==> src/rtl/vess_pkg.sv <==
`timescale 1ns / 1ps
`default_nettype none

package vess_pkg;

  // Position sample width and the width of one difference between samples
  localparam int SAMPLE_BITS = 24;
  localparam int DIFF_W      = SAMPLE_BITS + 1;

  // Result and gain widths, Q16 gain
  localparam int VEL_W     = 32;
  localparam int GAIN_W    = 32;
  localparam int FRAC_BITS = 16;

  // Configuration register widths and reset values
  localparam int WLEN_W    = 5;
  localparam int CFG_IDX_W = 2;
  localparam logic [WLEN_W-1:0] WINDOW_LEN_RST = 5'd1;
  localparam logic [GAIN_W-1:0] RATE_GAIN_RST  = 32'd65536;

  // Default depth of the difference history
  localparam int MAX_WINDOW_DEF = 16;

  // Configuration register indexes
  typedef enum logic [CFG_IDX_W-1:0] {
    CFG_WINDOW_LEN = 2'd0,
    CFG_RATE_GAIN  = 2'd1
  } cfg_reg_t;

  // Input transaction payload
  typedef struct packed {
    logic signed [SAMPLE_BITS-1:0] pos_x;
    logic signed [SAMPLE_BITS-1:0] pos_y;
    logic signed [SAMPLE_BITS-1:0] pos_z;
  } pos_in_t;

  // Output transaction payload
  typedef struct packed {
    logic signed [VEL_W-1:0] vel_x;
    logic signed [VEL_W-1:0] vel_y;
    logic signed [VEL_W-1:0] vel_z;
    logic                    first_sample;
  } vel_out_t;

  // One stored difference, all three axes
  typedef struct packed {
    logic signed [DIFF_W-1:0] dx;
    logic signed [DIFF_W-1:0] dy;
    logic signed [DIFF_W-1:0] dz;
  } diff_t;

  // Control shared by every cell of the history line
  typedef struct packed {
    logic fill;
    logic shift;
  } cell_ctrl_t;

endpackage

`default_nettype wire

==> src/rtl/vess_cell.sv <==
`timescale 1ns / 1ps
`default_nettype none

module vess_cell (
  input  wire logic                clk,
  input  wire vess_pkg::cell_ctrl_t ctrl,
  input  wire vess_pkg::diff_t     fill_data,
  input  wire vess_pkg::diff_t     chain_in,
  output vess_pkg::diff_t          q
);

  // Load the new difference on a window fill, else take the neighbor's on a shift
  always_ff @(posedge clk) begin
    if (ctrl.fill) begin
      q <= fill_data;
    end else if (ctrl.shift) begin
      q <= chain_in;
    end
  end

endmodule

`default_nettype wire

==> config.mk <==
export PLATFORM = sky130hd
export DESIGN_NAME = vess_cell
export DESIGN_NICKNAME = d
export VERILOG_FILES = /design/src/rtl/vess_pkg.sv /design/src/rtl/vess_cell.sv
export SDC_FILE = /design/constraint.sdc
export NUM_CORES = 1
export LEC_CHECK = 0
export BUFFER_PORTS_ARGS = -buffer_cell sky130_fd_sc_hd__buf_2
export CELL_PAD_IN_SITES_DETAIL_PLACEMENT = 2
export CELL_PAD_IN_SITES_GLOBAL_PLACEMENT = 2
export CORE_AREA = 2 2 135 111
export DETAILED_ROUTE_END_ITERATION = 8
export DIE_AREA = 0 0 137 113
export PLACE_DENSITY = 0.75
export SLEW_MARGIN = 20
export SYNTH_ARGS = -nofsm -noshare
export SYNTH_HDL_FRONTEND = slang
export SYNTH_SLANG_ARGS = --single-unit
==> constraint.sdc <==
create_clock -name clk -period 2.4 [get_ports clk]
set_clock_uncertainty 0.1 [all_clocks]
set_input_delay 0.6 -clock clk [delete_from_list [all_inputs] [get_ports clk]]
set_output_delay 0.6 -clock clk [all_outputs]
set_load 0.03 [all_outputs]
==> flow_summary.ini, run 1 <==
[floorplan]
die_h_um = 113
fp.dieArea_um2 = 15500
chipWidth_um = 137
initial_core_util = 0.226
num_rows = 39
core_area_um2 = 14100
io_pins = 228

[placed_design]
portBuffers = 227
dp_hpwl_um = 7350
placed_cells = 563
place_area_um2 = 4490
place.gp.congestion = 0.701

[clocking]
cts_buffer_depth = 2
cts-root-buf = clkbuf_16
cts_buffers = 9
cts_setup_buffers = 0
clk_pin_slew_ps = 60
cts_resized = 0
cts_tree = yes
cts.sinks = 75
h-tree-depth = 3
cts_hold_buffers = 0

[synth]
synth_edf_count = 75
ys.flop_type = edfxtp_1
yosys_warnings = 0
syn_inst = 159
synth_async_sr_flop_share = 0
synth_seq_cells = 75
syn_avg_cell_area_um2 = 20.0
netlist_top_cells_count = edfxtp_1, mux2_1, mux2_2
synth.top_cell.area_share = 0.709
yosysSeqAreaShare = 0.709
synth_nets = 312
synth_top_area_cell = edfxtp_1
syn-cell-area_um2 = 3170
yosysMostFrequentCell = edfxtp_1
ys_types = 6
synth_area_leaders = edfxtp_1, mux2_1, mux2_2

[timing]
slew_headroom = 0.709
hold_viol = 0
tightest_slew_ps = 437
setup_viol = 0
setup_tns_ps = 0
fmax_ghz = 0.623
slew_viol_final = 0
min_period_ps = 1600
period_share = 0.669
rsz0062_at_grt = no

[cells_and_area]
postLayoutCoreUtil = 0.344
area_growth_pct = 52.2
seq_area_um2 = 2250
drive_gt1_frac = 0.705
regMostFlops = q
top_regs = q: 75 flops
diodes = 0
final_cell_area_um2 = 4830
multiInputGateArea_um2 = 853
fin_nets = 544
largest_reg_flops = 75
fin_cells = 580
fill_cells = 1532

[pwr]
power.switching_w = 0.00101
clockPowerShare = 0.372
pwr_density_cell_nw_per_um2 = 783
total_power_w = 0.00378
vdd_ir_drop_max_mv = 0.264
pwr-share-comb = 0.193
sw_frac_of_total = 0.266
leakage_nw = 2.13
intPower_w = 0.00277
power_frac_seq = 0.435

[setup_path]
path_buf_inv = 1
cp-start-kind = flip-flop
slowest_stage = edfxtp_1
worstPathRequired_ps = 1700
path_max_fanout = 1
critPathMaxStageDelay_ps = 380
setup.worst_path.end_class = primary output
worstPathCellList = buf_2
crit_arrival_ps = 900
critical-path-top-delay-family = flip-flops
critPathKind = reg -> out
crit_cells = 1

[drt]
wl_per_cell_um = 16.4
drt_iter0_drc = 81
routed_wirelength_um = 9500
drc = 0
viasPerCell = 4.11
vias = 2382
firstDrtPassIters = 3
ant_nets = 0

[global_routing]
gr-usage-all-layers = 0.124
grt_pass1_wl_um = 14400
grt_antenna_before_repair = 0
grt_pass1_vias = 2689
grt_max_degree = 76
overflow = 0

[worst_hold_path]
min_path_type = in -> reg
whs_path_depth = 2

[outcome]
status = completed

[job]
drv_cap = 0
## area by class of cell
class | instances | area share
Sequential cell | 75 | 0.466
Timing Repair Buffer | 229 | 0.246
Multi-Input combinational cell | 76 | 0.177
Tap cell | 184 | 0.0477
Clock buffer | 10 | 0.0474
Clock inverter | 6 | 0.0166
## power by group through the flow
stage | logic, W | clock network, W | registers, W
6_report | 0.000729 | 0.00141 | 0.00165
5_1_grt | 0.000779 | 0.00151 | 0.00166
4_1_cts | 0.000738 | 0.00147 | 0.00165
3_5_place_dp | 0.000736 | 0 | 0.00168
3_3_place_gp | 0.000718 | 0 | 0.00167
2_1_floorplan | 0.000136 | 0 | 0.00198
## cells by family after synthesis
family | synth area share
multiplexers | 0.266
AND/OR/NAND/NOR | 0.00197
buffers and inverters | 0.0225
flip-flops | 0.709
## path summary, 6_finish.rpt
| path | start | endpoint | slack, ps |
|---|---|---|---|
| min | chain_in[68] | q[68] | 450 |
| max | q[24] | q[24] | 800 |
## through the flow
stage          worst slack [ps]  hold WS, ps
2_1_floorplan              60.4          701
3_3_place_gp                359          783
3_5_place_dp                325          787
4_1_cts                     677          434
5_1_grt                     743          441
6_report                    795          453
## cell usage in the layout, fill, tap and decap left out
master	n
bufinv_16	2
mux2_1	39
buf_12	1
buf_4	1
buf_16	1
mux2_2	36
clkbuf_1	1
clkinvlp_4	1
edfxtp_1	75
clkbuf_16	9
buf_2	226
or2_4	1
clkinv_2	1
clkinv_1	2
## layer usage
layer | part of all wire | routed length, um | GRT usage
met1 | 0.36 | 3470 | 0.130
met2 | 0.51 | 4860 | 0.217
met3 | 0.11 | 1020 | 0.0578
met4 | 0.016 | 153 | 0.0440
met5 | 0 | 0 | 0
Power figures use the tool's default switching activity.
==> run 2: changes to the inputs <==
- clock period: 2.4 -> 1.45 ns (I/O delays scaled with it)
==> run 2 against run 1 <==
Compared with the run above:
- non-clock buffer count is 6 higher
- setup slack worse by 730 ps
- largest cell class unchanged
- final area is 1.3% higher
- sequential share of layout area is 0.58 points lower
- critical path depth stayed put
- total power is 66% higher
- utilization is 0.44 points higher
- flip-flop and latch count stayed put
==> flow_summary.ini, run 2 (synthesis results as in run 1) <==
[cells_and_area]
fill_cells = 1486
largest_reg_flops = 75
fin_nets = 550
regMostFlops = q
seq_area_um2 = 2250
fin_cells = 586
top_regs = q: 75 flops
final_common_cell = buf_2
final_cell_mix = buf_2, edfxtp_1, mux2_1
diodes = 0
postLayoutCoreUtil = 0.348
multiInputGateArea_um2 = 853
drive_gt1_frac = 0.711
area_growth_pct = 54.1

[drt]
ant_nets = 0
viasPerCell = 4.03
vias = 2360
drt_iter0_drc = 92
wl_per_cell_um = 16.6
drc = 0
firstDrtPassIters = 3
routed_wirelength_um = 9760

[timing]
min_period_ps = 1380
fmax_ghz = 0.724
slew_headroom = 0.827
rsz0062_at_grt = no
period_share = 0.953
setup_slack_ps = 68.5
hold_viol = 0
slew_viol_final = 0
setup_viol = 0
tightest_slew_ps = 260

[floorplan]
io_pins = 228
num_rows = 39
chipWidth_um = 137
initial_core_util = 0.226
fp.dieArea_um2 = 15500
die_h_um = 113
core_area_um2 = 14100

[global_routing]
grt_pass1_wl_um = 14300
gr-usage-met3 = 0.0614
grt_use_met1 = 0.130
grt_pass1_vias = 2564
grt_antenna_before_repair = 0
grt_max_degree = 44
gr-usage-all-layers = 0.126
top_usage_layer = met2
overflow = 0
grtUsageMet2 = 0.223

[placed_design]
post-place-ws_ps = -85.7
portBuffers = 227
placed_cells = 570
dp_hpwl_um = 7830
place.gp.congestion = 0.727

[outcome]
status = completed

[setup_path]
path_buf_inv = 1
critPathKind = reg -> out
crit_arrival_ps = 920
setup.worst_path.end_class = primary output
worstPathRequired_ps = 990
path_max_fanout = 1
cp-start-kind = flip-flop
worstPathCellList = buf_2
critPathMaxStageDelay_ps = 390
critical-path-top-delay-family = flip-flops
slowest_stage = edfxtp_1

[worst_hold_path]
whs_path_depth = 2
min-delay-start = chain_in[42]
hold_end = q[42]
min_path_type = in -> reg

[clocking]
cts.sinks = 75
cts_tree = yes
cts_hold_buffers = 0
cts_resized = 0
clk_pin_slew_ps = 60
h-tree-depth = 3
cts_buffer_depth = 2
cts-root-buf = clkbuf_16
cts_buffers = 9
cts_setup_buffers = 0

[pwr]
pwr_density_cell_nw_per_um2 = 1290
leakage_nw = 2.17
vdd_ir_drop_max_mv = 0.678

[job]
drv_cap = 0
run 2: changes by cell type in the layout (fill, tap and decap cells not counted), sizes merged:
cell	change
buf	+6
clkbuf	-1
clkinv	+2
clkinvlp	-1
run 2: per-layer routing:
| layer | vias up | routed length, um |
|---|---|---|
| li1 | 1102 | - |
| met1 | 1112 | 3520 |
| met2 | 137 | 5020 |
| met3 | 9 | 1090 |
| met4 | 0 | 127 |
| met5 | - | 0 |
run 2: how the worst max path moves through the flow:
stage,start,endpoint,cells past startpoint
final,q[2],q[2],1
after global routing,q[24],q[24],1
after CTS,q[24],q[24],1
after detailed placement,ctrl[1],q[57],4
after global placement,ctrl[1],q[59],4
after floorplan,ctrl[1],q[0],3
run 2: final cells by class:
| class | count | area share |
|---|---|---|
| timing repair buffer | 235 | 0.255 |
| clock inverter | 7 | 0.0169 |
| sequential | 75 | 0.460 |
| multi-input combinational | 76 | 0.174 |
| clock buffer | 9 | 0.0460 |
| tap | 184 | 0.0471 |
run 2: power by group:
part           leakage [nW]  internal (W)  switching, W
sequential            0.764       0.00266     0.0000627
clock                 0.154       0.00148      0.000858
combinational          1.25      0.000452      0.000773
total                  2.17       0.00460       0.00169
run 2: metrics by stage:
step	hold slack, ps	setup TNS [ps]	instance area, um^2	total power (W)
final	207	0	4890	0.00629
after CTS	188	0	4890	0.00641
after global placement	544	-4020	4580	0.00400
after detailed placement	552	-6740	4580	0.00403
after global routing	193	0	4890	0.00655
after floorplan	463	-18270	3190	0.00350
