### src/rtl/vess_pkg.sv
`timescale 1ns / 1ps
`default_nettype none

package vess_pkg;

  // Position sample width and the width of one difference between samples
  localparam int SAMPLE_BITS = 24;
  localparam int DIFF_W      = SAMPLE_BITS + 1;

  // Result and gain widths, Q16 gain
  localparam int VEL_W     = 32;
  localparam int GAIN_W    = 32;
  localparam int FRAC_BITS = 16;

  // Configuration register widths and reset values
  localparam int WLEN_W    = 5;
  localparam int CFG_IDX_W = 2;
  localparam logic [WLEN_W-1:0] WINDOW_LEN_RST = 5'd1;
  localparam logic [GAIN_W-1:0] RATE_GAIN_RST  = 32'd65536;

  // Default depth of the difference history
  localparam int MAX_WINDOW_DEF = 16;

  // Configuration register indexes
  typedef enum logic [CFG_IDX_W-1:0] {
    CFG_WINDOW_LEN = 2'd0,
    CFG_RATE_GAIN  = 2'd1
  } cfg_reg_t;

  // Input transaction payload
  typedef struct packed {
    logic signed [SAMPLE_BITS-1:0] pos_x;
    logic signed [SAMPLE_BITS-1:0] pos_y;
    logic signed [SAMPLE_BITS-1:0] pos_z;
  } pos_in_t;

  // Output transaction payload
  typedef struct packed {
    logic signed [VEL_W-1:0] vel_x;
    logic signed [VEL_W-1:0] vel_y;
    logic signed [VEL_W-1:0] vel_z;
    logic                    first_sample;
  } vel_out_t;

  // One stored difference, all three axes
  typedef struct packed {
    logic signed [DIFF_W-1:0] dx;
    logic signed [DIFF_W-1:0] dy;
    logic signed [DIFF_W-1:0] dz;
  } diff_t;

  // Control shared by every cell of the history line
  typedef struct packed {
    logic fill;
    logic shift;
  } cell_ctrl_t;

endpackage

`default_nettype wire

### src/rtl/vess_scale.sv
`timescale 1ns / 1ps
`default_nettype none

module vess_scale #(
  parameter int SUM_W = 29
) (
  input  wire logic                             clk,
  input  wire logic                             mul_en,
  input  wire logic                             out_en,
  input  wire logic signed [SUM_W-1:0]          sum,
  input  wire logic [vess_pkg::GAIN_W-1:0]      gain,
  output logic signed [vess_pkg::VEL_W-1:0]     vel
);

  localparam int PROD_W = SUM_W + vess_pkg::GAIN_W + 1;
  localparam int VEL_W  = vess_pkg::VEL_W;

  logic signed [PROD_W-1:0]  prod;
  logic signed [PROD_W-1:0]  shifted;
  logic [PROD_W-VEL_W:0]     hi;
  logic signed [VEL_W-1:0]   vel_next;

  // Multiply the window sum by the unsigned gain
  always_ff @(posedge clk) begin
    if (mul_en) begin
      prod <= PROD_W'(sum) * PROD_W'($signed({1'b0, gain}));
    end
  end

  // Drop the fraction with a floor shift and clamp to the signed result range
  always_comb begin
    shifted = prod >>> vess_pkg::FRAC_BITS;
    hi      = shifted[PROD_W-1:VEL_W-1];
    if ((&hi) || !(|hi)) begin
      vel_next = shifted[VEL_W-1:0];
    end else if (shifted[PROD_W-1]) begin
      vel_next = {1'b1, {(VEL_W-1){1'b0}}};
    end else begin
      vel_next = {1'b0, {(VEL_W-1){1'b1}}};
    end
  end

  // Hold the result for the output register
  always_ff @(posedge clk) begin
    if (out_en) begin
      vel <= vel_next;
    end
  end

endmodule

`default_nettype wire

### config.mk
export PLATFORM = sky130hd
export DESIGN_NAME = vess_scale
export DESIGN_NICKNAME = d
export VERILOG_FILES = /design/src/rtl/vess_pkg.sv /design/src/rtl/vess_scale.sv
export SDC_FILE = /design/constraint.sdc
export NUM_CORES = 2
export LEC_CHECK = 0
export ABC_CLOCK_PERIOD_IN_PS = 7200
export BUFFER_PORTS_ARGS = -buffer_cell sky130_fd_sc_hd__clkbuf_2
export CAP_MARGIN = 20
export CORE_MARGIN = 2
export CORE_UTILIZATION = 30
export CTS_CLUSTER_SIZE = 25
export DETAILED_ROUTE_END_ITERATION = 10
export HOLD_SLACK_MARGIN = 0.1
export PLACE_DENSITY_LB_ADDON = 0.15
export SLEW_MARGIN = 20
export SYNTH_ARGS = -nofsm -noshare
export SYNTH_HDL_FRONTEND = slang
export SYNTH_SLANG_ARGS = --single-unit
### constraint.sdc
create_clock -name clk -period 7.2 [get_ports clk]
set_clock_uncertainty 0.2 [all_clocks]
set_input_delay 0.36 -clock clk [delete_from_list [all_inputs] [get_ports clk]]
set_output_delay 0.36 -clock clk [all_outputs]
set_load 0.03 [all_outputs]
==> flow_summary.ini <==
[timing]
hold_slack_ns = 0.349
max_clock_freq_mhz = 133
finalCritPeriodShare = 1.04
finalCriticalPeriod_ns = 7.50
timing.final.setup_violations = 16
max-slew-margin-rel = 0.392
worst_pin_slew_ns = 0.912
timing.final.ws_setup_ns = -0.298
timing.final.max_slew_violations = 0
report.final.hold_viol_count = 0
grt_setup_unrepaired = true

[yosys]
synthesis.area_per_instance_um2 = 9.31
ys_async_sr_fraction = 0
ys_ff_latch = 78
synth-edff-count = 78
ys_seq_area_frac = 0.0697
synth_warnings = 0
area_of_the_mapped_netlist_um2 = 33600
synth_ff_type = sky130_fd_sc_hd__edfxtp_1
synthCells = 3610
ys_types = 61
synth.net_count = 4761

[place]
gpl.final_weighted_congestion = 0.813
place_worst_setup_slack_ns = -0.965
placement.io_buffers = 95
placement.cell_area_um2 = 38600
hpwl_um = 84000

[cts]
clock-sinks = 78
cts.reportedPaths.clkPinSlew_ns = 0.07
worstSkewPairLatency_ns = 0.33
numCtsBuffers = 9
cts_tree = built
cts-root-buf = sky130_fd_sc_hd__clkbuf_16
number_of_h_tree_levels = 3
cts_buffer_depth = 2

[global_routing]
antenna_violations_before_repair = 4
grt-ovfl-total = 0
grt_first_pass_wirelength_um = 154000
grt_pass1_vias = 26864
grt_start_max_net_pins = 47
grtUsageTotal = 0.171

[cells_and_area]
postLayoutCellArea_um2 = 40600
areaGrowthSynthToFinish_pct = 20.7
final_net_count = 5074
drive_above_1_share = 0.190
fill_cells = 11541

[hold_path]
min_from = prod[39]
min-delay-path-class = flop to flop

[setup_path]
critPathBufInv = 6
timing.critical_path.max_delay_family = adder cells
setup.worst_path.class = input pin to flop
crit_path_end_kind = flop
timing.critical_path.required_ns = 7.08
critPathArrivalTime_ns = 7.38
critical-path-slowest-cell = sky130_fd_sc_hd__fa_2
worst_path_largest_cell_delay_ns = 0.59
crit_path_max_fanout = 11
critPathLaunchType = input pin
crit-reg2reg-launch = prod[61]
r2r_slack_ns = 4.07
cpMostUsedCell = sky130_fd_sc_hd__fa_1
setup.worst_path.start = sum[6]

[floorplan]
io_pins = 96
die-width_um = 339
design.die.area_um2 = 115000
vertical_die_dimension_um = 339
core_area_um2 = 111000
initial_core_util = 0.303
rows = 122

[flow_run]
drv_cap = 0

[outcome]
outcome = finished with violations
violations_in_the_final_reports = setup timing

[routing]
drcViolationCount = 0
routed-via-count = 24250
route.detailed.vias_per_inst = 4.48
antenna_left = 0
drt_wl_total_um = 96800
initialDrtViolationCount = 960
post_detailed_route_wirelength_per_cell_um = 17.9
drt-pass1-iter-count = 6
## registers in the layout (all words and copies together), names as in the netlist
signal  flops
prod       46
vel        32
## kinds of logic (layout without fill, tap and decap cells)
kind of cell / count (synthesis) / in the layout / share of synthesized area
simple gates: 1140 / 1140 / 0.174
fa+ha+maj: 1087 / 1087 / 0.584
buf+inv: 1029 / 1347 / 0.115
compound gates: 230 / 230 / 0.0443
flops: 78 / 78 / 0.0697
xor+xnor: 44 / 44 / 0.0115
mux: 2 / 2 / 0.000596
other cells: 0 / 1 / 0
## routing by layer
layer	up-vias	part of all wire	track usage	wire length, µm
met5	-	0.00029	0	28
met4	6	0.020	0.0303	1980
met2	294	0.54	0.322	52400
li1	11240	-	-	-
met3	105	0.022	0.0118	2120
met1	12605	0.42	0.216	40300
## layout make-up
class,count,area [µm²],area share
clock buffer,9,225,0.00555
clock inverter,7,82.6,0.00203
inverter,814,3060,0.0753
sequential,78,2340,0.0577
antenna,1,2.50,0.0000617
tap,1488,1860,0.0459
multi-input combinational,2503,28400,0.700
timing repair buffer,517,4600,0.113
## cell usage in the layout (no fill, tap or decap), types with 8 or more instances in the layout
cell and instances:
sky130_fd_sc_hd__nand2b_1 14, sky130_fd_sc_hd__xnor2_1 23, sky130_fd_sc_hd__a21oi_4 9, sky130_fd_sc_hd__inv_1 788
sky130_fd_sc_hd__o21bai_1 11, sky130_fd_sc_hd__nand2_1 442, sky130_fd_sc_hd__nand4_1 17, sky130_fd_sc_hd__nor2_1 52
sky130_fd_sc_hd__clkbuf_4 9, sky130_fd_sc_hd__o21ai_2 9, sky130_fd_sc_hd__ha_4 22, sky130_fd_sc_hd__clkbuf_16 15
sky130_fd_sc_hd__a21o_1 28, sky130_fd_sc_hd__a211oi_2 8, sky130_fd_sc_hd__fa_1 765, sky130_fd_sc_hd__clkbuf_2 68
sky130_fd_sc_hd__o21a_1 10, sky130_fd_sc_hd__a21oi_2 16, sky130_fd_sc_hd__edfxtp_1 78, sky130_fd_sc_hd__buf_4 338
sky130_fd_sc_hd__and2_4 34, sky130_fd_sc_hd__ha_1 260, sky130_fd_sc_hd__and2_1 503, sky130_fd_sc_hd__inv_2 25
sky130_fd_sc_hd__nor3_1 12, sky130_fd_sc_hd__fa_2 40, sky130_fd_sc_hd__buf_12 43, sky130_fd_sc_hd__o21ai_0 46
sky130_fd_sc_hd__a21oi_1 40, sky130_fd_sc_hd__xor2_1 14, sky130_fd_sc_hd__buf_6 36, sky130_fd_sc_hd__nand3_1 20
## synthesized netlist by cell type (3+ instances only)
cell,instances,share of area
sky130_fd_sc_hd__fa_1,805,0.48
sky130_fd_sc_hd__a21oi_1,64,0.0095
sky130_fd_sc_hd__nand4_1,17,0.0032
sky130_fd_sc_hd__o21a_1,10,0.0022
sky130_fd_sc_hd__o21ai_0,60,0.0089
sky130_fd_sc_hd__nand2b_1,14,0.0026
sky130_fd_sc_hd__o31ai_1,4,0.00089
sky130_fd_sc_hd__inv_1,813,0.091
sky130_fd_sc_hd__o211ai_1,5,0.0011
sky130_fd_sc_hd__clkbuf_1,201,0.022
sky130_fd_sc_hd__and2_1,536,0.10
sky130_fd_sc_hd__buf_1,3,0.00033
sky130_fd_sc_hd__a211oi_1,10,0.0022
sky130_fd_sc_hd__buf_2,10,0.0015
sky130_fd_sc_hd__nand3_1,22,0.0033
sky130_fd_sc_hd__and3_1,7,0.0013
sky130_fd_sc_hd__nor4_1,6,0.0011
sky130_fd_sc_hd__nor3_1,16,0.0024
sky130_fd_sc_hd__ha_1,282,0.10
sky130_fd_sc_hd__edfxtp_1,78,0.070
sky130_fd_sc_hd__o21bai_1,12,0.0027
sky130_fd_sc_hd__xor2_1,18,0.0047
sky130_fd_sc_hd__a311oi_1,3,0.00078
sky130_fd_sc_hd__nor2_1,54,0.0060
sky130_fd_sc_hd__a21o_1,28,0.0063
sky130_fd_sc_hd__nand2_1,447,0.050
sky130_fd_sc_hd__and4_1,4,0.0010
sky130_fd_sc_hd__nor2b_1,5,0.00093
sky130_fd_sc_hd__xnor2_1,26,0.0068
sky130_fd_sc_hd__a211o_1,3,0.00078
sky130_fd_sc_hd__or3_1,5,0.00093
sky130_fd_sc_hd__a31oi_1,6,0.0011
## repair_timing
item	4_1_cts	5_1_grt
pin swaps	81	93
buffers inserted	18	26
resized for setup	140	185
gates cloned	1	5
setup endpoints to repair	23	26
hold buffers	0	0
endpoints found under the hold margin	0	0
## worst min-delay path, stage by stage (launching register included)
cell                       delay [ns]
sky130_fd_sc_hd__edfxtp_1        0.32
sky130_fd_sc_hd__o21ai_0         0.07
sky130_fd_sc_hd__nand2_1         0.06
## metrics by stage
stage	instances	setup TNS, ns	util
2_1_floorplan	3610	-0.308	-
4_1_cts	5389	-2.64	0.357
3_5_place_dp	5360	-19.19	0.348
6_report	5417	-3.38	0.366
5_1_grt	5417	-7.59	0.366
3_3_place_gp	5360	-19.95	0.348
## final timing paths
path / endpoint / cells past startpoint
min: vel[23] / 2
max reg2reg: vel[5] / 4
min reg2reg: vel[23] / 2
max: prod[57] / 25
Power is not shown: default switching activity piles up to over one toggle a cycle in this logic, so the estimate is an artifact.
